[config.mk]
export PLATFORM = sky130hd
export DESIGN_NAME = strict_utf8_to_utf16_decoder_core
export DESIGN_NICKNAME = d
export VERILOG_FILES = /design/src/hdl/u8u16_pkg.sv /design/src/hdl/strict_utf8_to_utf16_decoder_core.sv /design/src/hdl/u8u16_decode.sv /design/src/hdl/u8u16_outbuf.sv
export SDC_FILE = /design/constraint.sdc
export NUM_CORES = 1
export LEC_CHECK = 0
export ABC_AREA = 1
export BUFFER_PORTS_ARGS = -buffer_cell sky130_fd_sc_hd__clkbuf_2
export CAP_MARGIN = 20
export CORE_ASPECT_RATIO = 0.7
export CORE_MARGIN = 4
export CORE_UTILIZATION = 62
export CTS_CLUSTER_DIAMETER = 100
export CTS_CLUSTER_SIZE = 8
export DETAILED_ROUTE_END_ITERATION = 10
export PLACE_DENSITY = 0.85
export SYNTH_ARGS = -nofsm -noshare
export SYNTH_HDL_FRONTEND = slang
export SYNTH_SLANG_ARGS = --single-unit
[constraint.sdc]
create_clock -name clk -period 11 [get_ports clk]
set_input_delay 2.2 -clock clk [delete_from_list [all_inputs] [get_ports clk]]
set_output_delay 2.2 -clock clk [all_outputs]
set_load 0.005 [all_outputs]
[src/hdl/u8u16_pkg.sv]
// ----------------------------------------------------------------------------
// u8u16_pkg
// Shared types and constants of the strict UTF-8 to UTF-16 decoder.
// ----------------------------------------------------------------------------
package u8u16_pkg;

  // width of the saturating unit counter
  localparam int COUNT_WIDTH = 24;

  // results one byte can cause: two code units and a summary
  localparam int RES_SLOTS = 3;

  typedef enum logic [1:0] {
    ST_OK        = 2'd0,
    ST_ENCODING  = 2'd1,
    ST_TRUNCATED = 2'd2
  } status_t;

  typedef struct packed {
    logic [15:0]            code_unit;
    logic                   unit_valid;
    logic                   string_done;
    status_t                status;
    logic [COUNT_WIDTH-1:0] units_count;
    logic                   last_of_run;
  } result_t;

  // all results of one byte, slot 0 first, plus how many are used
  typedef struct packed {
    result_t [RES_SLOTS-1:0] slot;
    logic [1:0]              count;
  } res_pack_t;

endpackage

[src/hdl/strict_utf8_to_utf16_decoder_core.sv]
// ----------------------------------------------------------------------------
// strict_utf8_to_utf16_decoder_core
// Strict UTF-8 to UTF-16 decoder, one byte per transfer.
// ----------------------------------------------------------------------------
// Each input transfer carries one byte of a UTF-8 string; end_of_string marks
// the last byte. Bytes are gathered into sequences of one to four bytes and
// each good sequence yields one UTF-16 unit or a surrogate pair. Bad leads,
// bad continuations, overlong forms, surrogate code points and values above
// U+10FFFF are refused with an encoding error; a bad continuation is flagged
// only once the sequence's full length has gone by, so a string that ends
// inside a sequence reports truncated. After an error the remaining bytes of
// the string are dropped. The last byte also yields a summary result
// (string_done = 1) with the status and the saturating unit count; then all
// sequence state clears for the next string. last_of_run marks the final
// result caused by a byte.
// Rate: a byte is decoded in the cycle it leaves the input register, and
// its results land in the result register. A byte giving zero or one result
// lets the block run at one byte per cycle while results are taken; a byte
// giving two or three results (surrogate pair, summary) holds the decoder
// for that many output transfers, as the result register hands out one result
// per accepted transfer. Each byte passes the input, then the result register.
// ----------------------------------------------------------------------------
module strict_utf8_to_utf16_decoder_core (
  input  logic                               clk,
  input  logic                               rst,
  input  logic                               in_valid,
  output logic                               in_ready,
  input  logic [7:0]                         in_byte,
  input  logic                               end_of_string,
  output logic                               out_valid,
  input  logic                               out_ready,
  output logic [15:0]                        code_unit,
  output logic                               unit_valid,
  output logic                               string_done,
  output logic [1:0]                         status,
  output logic [u8u16_pkg::COUNT_WIDTH-1:0]  units_count,
  output logic                               last_of_run
);
  import u8u16_pkg::*;

  // input register
  logic       in_full;
  logic [7:0] byte_q;
  logic       eos_q;

  // decode -> result register
  logic      load;
  logic      can_load;
  res_pack_t pack;
  result_t   head;

  // a held byte moves on once the result register is free for its results
  assign load     = in_full && can_load;
  // take a new byte whenever the input register is empty or empties now
  assign in_ready = !in_full || load;

  always_ff @(posedge clk) begin
    if (in_valid && in_ready) begin
      byte_q <= in_byte;
      eos_q  <= end_of_string;
    end
    if (rst) begin
      in_full <= 1'b0;
    end else if (in_valid && in_ready) begin
      in_full <= 1'b1;
    end else if (load) begin
      in_full <= 1'b0;
    end
  end

  u8u16_decode u_decode (
    .clk           (clk),
    .rst           (rst),
    .load          (load),
    .in_byte       (byte_q),
    .end_of_string (eos_q),
    .pack          (pack)
  );

  u8u16_outbuf u_outbuf (
    .clk       (clk),
    .rst       (rst),
    .load      (load),
    .pack      (pack),
    .out_ready (out_ready),
    .out_valid (out_valid),
    .can_load  (can_load),
    .head      (head)
  );

  // result fields straight from the result register
  assign code_unit   = head.code_unit;
  assign unit_valid  = head.unit_valid;
  assign string_done = head.string_done;
  assign status      = head.status;
  assign units_count = head.units_count;
  assign last_of_run = head.last_of_run;

endmodule

[src/hdl/u8u16_decode.sv]
// ----------------------------------------------------------------------------
// u8u16_decode
// Sequence state and per-byte decode: gathers the code point, checks it and
// builds the results of one byte.
// ----------------------------------------------------------------------------
module u8u16_decode (
  input  logic                 clk,
  input  logic                 rst,
  input  logic                 load,
  input  logic [7:0]           in_byte,
  input  logic                 end_of_string,
  output u8u16_pkg::res_pack_t pack
);
  import u8u16_pkg::*;

  typedef enum logic [1:0] {
    M_IDLE    = 2'd0,
    M_COLLECT = 2'd1,
    M_BAD     = 2'd2,
    M_DISCARD = 2'd3
  } mode_t;

  mode_t                  mode, mode_next, mode_w;
  logic [20:0]            acc, acc_next, acc_w;
  logic [1:0]             bytes_left, bytes_left_next;
  logic [1:0]             seq_length, seq_length_next;
  logic [COUNT_WIDTH-1:0] unit_total, unit_total_next;
  logic [COUNT_WIDTH-1:0] t1, t2, tsum;
  logic [1:0]             nu;
  logic [15:0]            u0, u1;
  logic [20:0]            lowest;
  logic [19:0]            v;
  status_t                sum_status;
  result_t                r_u0, r_u1, r_sum;
  logic [1:0]             cnt;

  function automatic logic [COUNT_WIDTH-1:0] sat_inc(input logic [COUNT_WIDTH-1:0] x);
    sat_inc = (&x) ? x : x + 1'b1;
  endfunction

  always_comb begin
    mode_next       = mode;
    acc_next        = acc;
    bytes_left_next = bytes_left;
    seq_length_next = seq_length;
    mode_w          = mode;
    acc_w           = acc;
    nu              = 2'd0;
    u0              = 16'h0000;
    u1              = 16'h0000;
    lowest          = 21'h10000;
    v               = acc[19:0] - 20'h10000;
    unique case (mode)
      M_IDLE: begin
        if (!in_byte[7]) begin
          nu = 2'd1;
          u0 = {8'h00, in_byte};
        end else if (in_byte[7:5] == 3'b110) begin
          acc_next = {16'h0000, in_byte[4:0]};
          seq_length_next = 2'd1;
          bytes_left_next = 2'd1;
          mode_next = M_COLLECT;
        end else if (in_byte[7:4] == 4'b1110) begin
          acc_next = {17'h00000, in_byte[3:0]};
          seq_length_next = 2'd2;
          bytes_left_next = 2'd2;
          mode_next = M_COLLECT;
        end else if (in_byte[7:3] == 5'b11110) begin
          acc_next = {18'h00000, in_byte[2:0]};
          seq_length_next = 2'd3;
          bytes_left_next = 2'd3;
          mode_next = M_COLLECT;
        end else begin
          mode_next = M_DISCARD;
        end
      end
      M_COLLECT, M_BAD: begin
        if (mode == M_COLLECT) begin
          if (in_byte[7:6] != 2'b10) begin
            mode_w = M_BAD;
          end else begin
            acc_w = {acc[14:0], in_byte[5:0]};
          end
        end
        bytes_left_next = bytes_left - 2'd1;
        v = acc_w[19:0] - 20'h10000;
        unique case (seq_length)
          2'd1:    lowest = 21'h00080;
          2'd2:    lowest = 21'h00800;
          default: lowest = 21'h10000;
        endcase
        if (bytes_left_next == 2'd0) begin
          if (mode_w == M_BAD || acc_w < lowest || acc_w > 21'h10FFFF ||
              (acc_w >= 21'h00D800 && acc_w <= 21'h00DFFF)) begin
            mode_next = M_DISCARD;
          end else begin
            mode_next = M_IDLE;
            if (acc_w < 21'h10000) begin
              nu = 2'd1;
              u0 = acc_w[15:0];
            end else begin
              // surrogate pair
              nu = 2'd2;
              u0 = {6'b110110, v[19:10]};
              u1 = {6'b110111, v[9:0]};
            end
          end
          acc_next = '0;
          seq_length_next = 2'd0;
        end else begin
          mode_next = mode_w;
          acc_next  = acc_w;
        end
      end
      default: begin
        // discarding: wait for the end mark
      end
    endcase

    t1 = sat_inc(unit_total);
    t2 = sat_inc(t1);
    unique case (nu)
      2'd0:    tsum = unit_total;
      2'd1:    tsum = t1;
      default: tsum = t2;
    endcase
    unit_total_next = tsum;

    unique case (mode_next)
      M_IDLE:    sum_status = ST_OK;
      M_DISCARD: sum_status = ST_ENCODING;
      default:   sum_status = ST_TRUNCATED;
    endcase

    if (end_of_string) begin
      mode_next       = M_IDLE;
      acc_next        = '0;
      bytes_left_next = 2'd0;
      seq_length_next = 2'd0;
      unit_total_next = '0;
    end

    r_u0  = '{code_unit: u0, unit_valid: 1'b1, string_done: 1'b0, status: ST_OK,
              units_count: t1, last_of_run: 1'b0};
    r_u1  = '{code_unit: u1, unit_valid: 1'b1, string_done: 1'b0, status: ST_OK,
              units_count: t2, last_of_run: 1'b0};
    r_sum = '{code_unit: 16'h0000, unit_valid: 1'b0, string_done: 1'b1,
              status: sum_status, units_count: tsum, last_of_run: 1'b0};

    cnt = nu + {1'b0, end_of_string};
    pack.count   = cnt;
    pack.slot[0] = (nu != 2'd0) ? r_u0 : r_sum;
    pack.slot[1] = (nu == 2'd2) ? r_u1 : r_sum;
    pack.slot[2] = r_sum;
    pack.slot[0].last_of_run = (cnt == 2'd1);
    pack.slot[1].last_of_run = (cnt == 2'd2);
    pack.slot[2].last_of_run = (cnt == 2'd3);
  end

  always_ff @(posedge clk) begin
    if (rst) begin
      mode       <= M_IDLE;
      acc        <= '0;
      bytes_left <= 2'd0;
      seq_length <= 2'd0;
      unit_total <= '0;
    end else if (load) begin
      mode       <= mode_next;
      acc        <= acc_next;
      bytes_left <= bytes_left_next;
      seq_length <= seq_length_next;
      unit_total <= unit_total_next;
    end
  end

endmodule

[src/hdl/u8u16_outbuf.sv]
// ----------------------------------------------------------------------------
// u8u16_outbuf
// Result register: holds the results of one byte and hands them out one
// transfer at a time.
// ----------------------------------------------------------------------------
module u8u16_outbuf (
  input  logic                 clk,
  input  logic                 rst,
  input  logic                 load,
  input  u8u16_pkg::res_pack_t pack,
  input  logic                 out_ready,
  output logic                 out_valid,
  output logic                 can_load,
  output u8u16_pkg::result_t   head
);
  import u8u16_pkg::*;

  result_t [RES_SLOTS-1:0] slots;
  logic [1:0]              cnt;
  logic [1:0]              ptr;

  assign out_valid = (cnt != 2'd0);
  // free now, or the last held result leaves this cycle
  assign can_load  = (cnt == 2'd0) || (cnt == 2'd1 && out_ready);

  always_comb begin
    unique case (ptr)
      2'd0:    head = slots[0];
      2'd1:    head = slots[1];
      default: head = slots[2];
    endcase
  end

  always_ff @(posedge clk) begin
    if (load) begin
      slots <= pack.slot;
    end
    if (rst) begin
      cnt <= 2'd0;
      ptr <= 2'd0;
    end else if (load) begin
      cnt <= pack.count;
      ptr <= 2'd0;
    end else if (out_valid && out_ready) begin
      cnt <= cnt - 2'd1;
      ptr <= ptr + 2'd1;
    end
  end

endmodule

==> flow_summary.yaml, run 1 <==
power:
  p_comb_share_pct: 29.6
  p_sw_mw: 0.7645
  intPower_mw: 1.342
  power_density_nw_per_um2: 184.0
  p_sw_share_pct: 36.30
  leakage_nw: 5.010
  pwr-share-seq_pct: 42.5
  pwr-share-clk_pct: 27.9
  ir_drop_mv: 0.1824
global_routing:
  grt_use_met1_pct: 50.75
  grt_usage_pct: 32.20
  grt_pass1_wl_um: 47730
  grt_max_degree: 73
  grtUsageMet2_pct: 42.20
  busiest_layer: "met1"
  antenna_found_initial: 0
  grt-ovfl-total: 0
  met3_usage_pct: 11.45
  grt_pass1_vias: 8553
detailed_routing:
  drt-total-wl_um: 30250
  routedWlPerCell_um: 18.90
  vias_per_cell: 6.126
  vias: 9807
  drc: 0
  drt_iter0_drc: 1686
  drt_first_pass_iters: 6
  antenna_left: 0
hold_path:
  hp-start: "u_decode.acc[18]$_SDFFE_PP0P_"
  holdPathStages: 2
  hp-class: "reg2reg"
yosys:
  synthesis.nets: 1361
  syn_area_per_cell_um2: 7.925
  synth.distinct_cells: 44
  yosys-top-cells-count: "nand2_1, edfxtp_1, nand3_1, nor2_1, inv_1"
  synthArstFlopShare_pct: 0
  yosysTopAreaCellShare_pct: 34.45
  synth_area_leaders: "edfxtp_1, nand2_1, dfxtp_1, nand3_1, nor2_1"
  synthFlopType: "edfxtp_1"
  yosysMostFrequentCell: "nand2_1"
  yosysWarnings: 0
  syn_area_um2: 10550
  synth-seq-cells: 177
  yosysTopAreaCell: "edfxtp_1"
  synth_edf_count: 121
  ys_seq_area_share_pct: 45.08
  synthCells: 1331
status:
  status: "finished, final reports clean"
sta:
  fmax_mhz: 192.3
  hold_slack_ns: 0.4743
  finalMaxSlewViolations: 0
  max_slew_margin_pct: 29.14
  clock_skew_ns: 0.01426
  setup_viol: 0
  rsz0062_at_grt: "false"
  hold_viol_final: 0
  period_needed_ns: 5.199
  min_period_over_period_pct: 47.26
  tightest_slew_ns: 1.063
  setup_tns_ns: 0
setup_path:
  crit_fanout: 34
  startpoint: "u_decode.mode[1]$_SDFFE_PP0P_"
  end_kind: "flop"
  reg2regPathDepth: 18
  worstPathRequired_ns: 11.26
  crit_type: "reg2reg"
  cp-start-kind: "flop"
  rr_startpoint: "u_decode.mode[1]$_SDFFE_PP0P_"
  crit_arrival_ns: 5.46
clocking:
  cts_tree: "built"
  path_clk_slew_ns: 0.07
  clkLatencyLatePin_ns: 0.44
  postCtsSetupBuffers: 0
  cts_hold_buf: 0
  clock-root-buffer: "clkbuf_16"
  cts_resized: 0
  clockBufferDepth: 2
  cts.sinks: 177
  h-tree-depth: 4
  cts_buffers: 17
die:
  die_h_um: 117.1
  fp.dieW_um: 163.9
  die_area_um2: 19200
  coreArea_um2: 16490
  io_pins: 60
  rows: 39
  start_util_pct: 63.95
final_layout:
  nets: 1393
  area_delta_synth_final_pct: 8.541
  utilization_pct: 69.41
  fin_area_um2: 11450
  antenna_cells: 0
  layout-drive-gt1-share_pct: 13.37
  fill_cells: 1383
place:
  portBuffers: 59
  place_area_um2: 10890
  routabilityCongestion: 1.073
  dp_hpwl_um: 21310
flow_run:
  cap_violations: 0
## path summary, 6_finish.rpt
path | endpoint | slack (ns)
setup reg to reg | u_outbuf.slots[23]$_DFFE_PP_ | 5.80
hold reg to reg | u_decode.acc[18]$_SDFFE_PP0P_ | 0.47
hold / removal | u_decode.acc[18]$_SDFFE_PP0P_ | 0.47
setup / recovery | u_outbuf.slots[23]$_DFFE_PP_ | 5.80
## power groups by stage
stage / sequential, mW / clock, mW / combinational (mW)
floorplan: 0.904 / 0 / 0.392
global placement: 0.900 / 0 / 0.591
detailed placement: 0.906 / 0 / 0.607
CTS: 0.891 / 0.594 / 0.612
global route: 0.902 / 0.625 / 0.688
finish: 0.894 / 0.588 / 0.624
## stage by stage
stage | total power, mW | worst slack [ns] | cells
after floorplan | 1.296 | 1.942 | 1331
after global placement | 1.491 | 5.971 | 1569
after detailed placement | 1.513 | 5.911 | 1569
after CTS | 2.097 | 5.908 | 1601
after global routing | 2.215 | 5.432 | 1601
final | 2.106 | 5.801 | 1601
## kinds of logic (layout without fill, tap and decap cells)
logic type	after synthesis	count (layout)	share of synthesized area (%)
simple gates	778	778	33.81
xor+xnor	26	26	2.159
fa+ha+maj	17	17	2.017
compound gates	166	166	9.858
flops	177	177	45.08
buf+inv	167	212	7.082
## state kept, by name, indices dropped and copies added, names as in the netlist, 8 cells and up
name	flops
u_outbuf.slots	112
u_decode.unit_total	24
u_decode.acc	21
byte_q	8
## layer usage
layer,up-vias,share of wire (%)
li1,4577,-
met1,4471,45
met2,720,38
met3,39,16
met4,0,1.2
met5,-,0
## cell type report
cell class / count / area (um2) / share of cell area (%)
timing repair buffer: 68 / 362.8 / 3.169
tap: 225 / 281.5 / 2.459
inverter: 112 / 424.2 / 3.705
multi-input combinational: 987 / 5064 / 44.23
sequential: 177 / 4755 / 41.53
clock inverter: 15 / 136.4 / 1.191
clock buffer: 17 / 425.4 / 3.716
## cells in the final DEF (no fill, tap or decap), types with 17 or more instances in the layout
cell type  synthesis  final
inv_1            102    102
a22oi_1           31     31
dfxtp_1           56     56
edfxtp_1         121    121
nand3_2           24     24
nand3_1          118    118
a21oi_1           40     40
nor2_1           105    103
nand2_2           21     21
o21ai_0           35     35
nand4_1           51     51
clkbuf_16          0     17
nand2_1          426    426
clkbuf_2           0     59
## worst max-delay path: stages, from the launching register on
cell and delay, ns:
dfxtp_1 0.34, inv_1 0.12, ha_1 0.80, nand3_4 0.47
nand2_1 0.20, nand2_2 0.13, ha_1 0.33, inv_1 0.05
nor2_1 0.13, nand2_1 0.07, nor2_1 0.10, a21oi_1 0.08
a21oi_1 0.19, nand3_2 0.12, nand2_4 0.30, nand2_4 0.32
nand2_2 0.58, inv_1 0.35, o21ai_0 0.28
Power figures use the tool's default switching activity.
==> run 2: changes to the inputs <==
--- a/config.mk
+++ b/config.mk
@@ -5,7 +5,7 @@
 export SDC_FILE = /design/constraint.sdc
 export NUM_CORES = 1
 export LEC_CHECK = 0
-export ABC_AREA = 1
+export ABC_AREA = 0
 export BUFFER_PORTS_ARGS = -buffer_cell sky130_fd_sc_hd__clkbuf_2
 export CAP_MARGIN = 20
 export CORE_ASPECT_RATIO = 0.7
==> constraint.sdc (replaced) <==
create_clock -name clk -period 5.45 [get_ports clk]
set_input_delay 1.09 -clock clk [delete_from_list [all_inputs] [get_ports clk]]
set_output_delay 1.09 -clock clk [all_outputs]
set_load 0.005 [all_outputs]
==> run 2 against run 1 <==
Synthesized area is 1.4% higher; utilization is 1.3 points higher; sequential cell count stayed put; non-clock buffer count up 20; power rose by 89%; sequential power is 95% higher; die area rose by 1.3%; critical path depth decreased by 1; synthesized cell count decreased by 13%; final area increased by 2.4%; global-route usage down 1.0 points; clock power is 120% higher.
==> flow_summary.yaml, run 2 <==
final_layout:
  utilization_pct: 70.69
  most-common-layout-cells: "nand2_1, edfxtp_1, nor2_1"
  area_delta_synth_final_pct: 9.688
  layout-drive-gt1-share_pct: 13.31
  antenna_cells: 0
  nets: 1197
  largest_registers: "u_outbuf.slots (112), u_decode.unit_total (24), u_decode.acc (21)"
  fin_area_um2: 11730
  top_register: "u_outbuf.slots"
  layout_commonest_cell: "nand2_1"
  largest_reg_flops: 112
global_routing:
  met3_usage_pct: 8.680
  grtUsageMet2_pct: 41.22
  antenna_found_initial: 0
  grt_use_met1_pct: 49.80
  grt_pass1_vias: 8822
  grt-ovfl-total: 0
  busiest_layer: "met1"
  grt_max_degree: 74
  grt_pass1_wl_um: 48090
  grt_usage_pct: 31.17
sta:
  period_needed_ns: 5.019
  setup_viol: 0
  hold_viol_final: 0
  finalMaxSlewViolations: 0
  setup_tns_ns: 0
  rsz0062_at_grt: "false"
  clock_skew_ns: 0.01198
  max_slew_margin_pct: 33.24
  fmax_mhz: 199.3
  tightest_slew_ns: 0.9889
  min_period_over_period_pct: 92.08
die:
  coreArea_um2: 16590
  fp.dieW_um: 165.0
  die_area_um2: 19450
  rows: 39
  die_h_um: 117.9
  io_pins: 60
  start_util_pct: 64.45
detailed_routing:
  antenna_left: 0
  routedWlPerCell_um: 21.45
  vias: 9731
  drt_iter0_drc: 1682
  drt_first_pass_iters: 7
  vias_per_cell: 6.926
  drt-total-wl_um: 30130
  drc: 0
setup_path:
  worstPathRequired_ns: 5.62
  rr_startpoint: "u_decode.unit_total[0]$_SDFFE_PP0P_"
  cp_num_buf_inv: 2
  crit_arrival_ns: 5.19
  crit_type: "reg2reg"
  cpLargestDelayFamily: "simple AND/OR/NAND/NOR gates"
  cp_slowest_cell: "or4b_4"
  regToRegSetupSlack_ns: 0.43
  startpoint: "u_decode.unit_total[0]$_SDFFE_PP0P_"
  crit_fanout: 17
  cp-start-kind: "flop"
  cp_cell_sequence: "ha_1, nand3_1, nor3_1, buf_4, and2_1, xnor2_1, ha_1, nor4bb_1, nand2_1, o211ai_1, a41oi_1, or4b_4, nor4b_4, buf_4, nor2_1, a211oi_2, o21ai_0"
  critPathMaxStageDelay_ns: 0.66
  end_kind: "flop"
power:
  pwr-share-clk_pct: 31.9
  ir_drop_mv: 0.2786
  p_sw_mw: 1.324
  power_density_nw_per_um2: 339.4
  pwr-share-seq_pct: 43.7
  p_sw_share_pct: 33.25
  leakage_nw: 4.241
  p_comb_share_pct: 24.4
  intPower_mw: 2.657
status:
  status: "finished, final reports clean"
clocking:
  path_clk_slew_ns: 0.07
  clock-root-buffer: "clkbuf_16"
  cts_tree: "built"
  cts.sinks: 177
  cts_buffers: 17
  h-tree-depth: 4
  postCtsSetupBuffers: 0
  clkLatencyLatePin_ns: 0.45
  cts_resized: 0
  clockBufferDepth: 2
  cts_hold_buf: 0
yosys:
  synth_edf_count: 121
  yosysMostFrequentCell: "nand2_1"
  synthCells: 1156
  yosysTopAreaCell: "edfxtp_1"
  yosysTopAreaCellShare_pct: 33.98
  synthesis.nets: 1186
  synth.distinct_cells: 85
  synth_area_leaders: "edfxtp_1, dfxtp_1, nand2_1, nor2_1, a22oi_1"
  synthArstFlopShare_pct: 0
  synth-seq-cells: 177
  ys_seq_area_share_pct: 44.47
  yosys-top-cells-count: "nand2_1, edfxtp_1, nor2_1, clkbuf_1, a21oi_1"
  yosysWarnings: 0
  syn_area_per_cell_um2: 9.250
  synthFlopType: "edfxtp_1"
  syn_area_um2: 10690
place:
  portBuffers: 59
  routabilityCongestion: 1.004
  place_area_um2: 11080
  dp_hpwl_um: 20770
hold_path:
  hp-class: "reg2reg"
  hp-start: "u_outbuf.cnt[1]$_SDFFE_PP0P_"
flow_run:
  cap_violations: 0
-- run 2: changes by cell type in the layout (fill, tap and decap cells not counted), moves of 24 or more --
| cell | change |
|---|---|
| nor3_1 | +30 |
| nand3_1 | -81 |
| nand2_1 | -278 |
| xnor2_1 | +28 |
| nand4_1 | -38 |
| nand3_2 | -24 |
| inv_1 | -78 |
-- run 2: worst min-delay path, stage by stage, from the launching register on --
cell,delay [ns]
dfxtp_1,0.31
nand2_1,0.05
a21oi_1,0.05
-- run 2: final cells by class --
class / count / area (um2)
Clock buffer: 17 / 425.4
Clock inverter: 15 / 195.2
Fill cell: 1299 / 4862
Inverter: 27 / 103.9
Multi-Input combinational cell: 856 / 5450
Sequential cell: 177 / 4755
Tap cell: 225 / 281.5
Timing Repair Buffer: 88 / 518.0
-- run 2: per-stage QoR --
step	std cells	setup WS [ns]	hold WS, ns	total power [mW]
after floorplan	1156	0.3241	0.4319	2.341
after global placement	1369	0.7685	0.4392	2.683
after detailed placement	1370	0.6065	0.4626	2.720
after CTS	1402	0.5693	0.4724	3.962
after global routing	1405	0.02374	0.4880	4.159
final	1405	0.4314	0.4637	3.980
-- run 2: metal layers --
layer  up-vias  share of wire [%]
met5         -                  0
met2       686                 40
li1       4373                  -
met4         0                1.3
met3        42                 14
met1      4630                 45
-- run 2: cell families (layout without fill, tap and decap cells) --
| logic type | Yosys count | count (layout) | share of synthesized area [%] |
|---|---|---|---|
| AND/OR/NAND/NOR | 442 | 442 | 20.72 |
| AO/OA/AOI/OAI | 323 | 323 | 21.87 |
| flip-flops | 177 | 177 | 44.47 |
| buffers and inverters | 123 | 147 | 4.657 |
| XOR/XNOR | 55 | 55 | 4.505 |
| multiplexers | 19 | 19 | 1.790 |
| adder cells (fa/ha/maj) | 17 | 17 | 1.989 |
-- run 2: power groups by stage --
| stage | Clock (mW) | Combinational, mW | Sequential, mW |
|---|---|---|---|
| 2_1_floorplan | 0 | 0.593 | 1.75 |
| 3_3_place_gp | 0 | 0.926 | 1.76 |
| 3_5_place_dp | 0 | 0.955 | 1.76 |
| 4_1_cts | 1.27 | 0.960 | 1.74 |
| 5_1_grt | 1.33 | 1.08 | 1.75 |
| 6_report | 1.27 | 0.973 | 1.74 |
-- run 2: worst paths after layout --
| path | depth (start not counted) | endpoint |
|---|---|---|
| max | 17 | u_outbuf.slots[91]$_DFFE_PP_ |
| min | 2 | u_outbuf.cnt[1]$_SDFFE_PP0P_ |
| max reg2reg | 17 | u_outbuf.slots[91]$_DFFE_PP_ |
| min reg2reg | 2 | u_outbuf.cnt[1]$_SDFFE_PP0P_ |
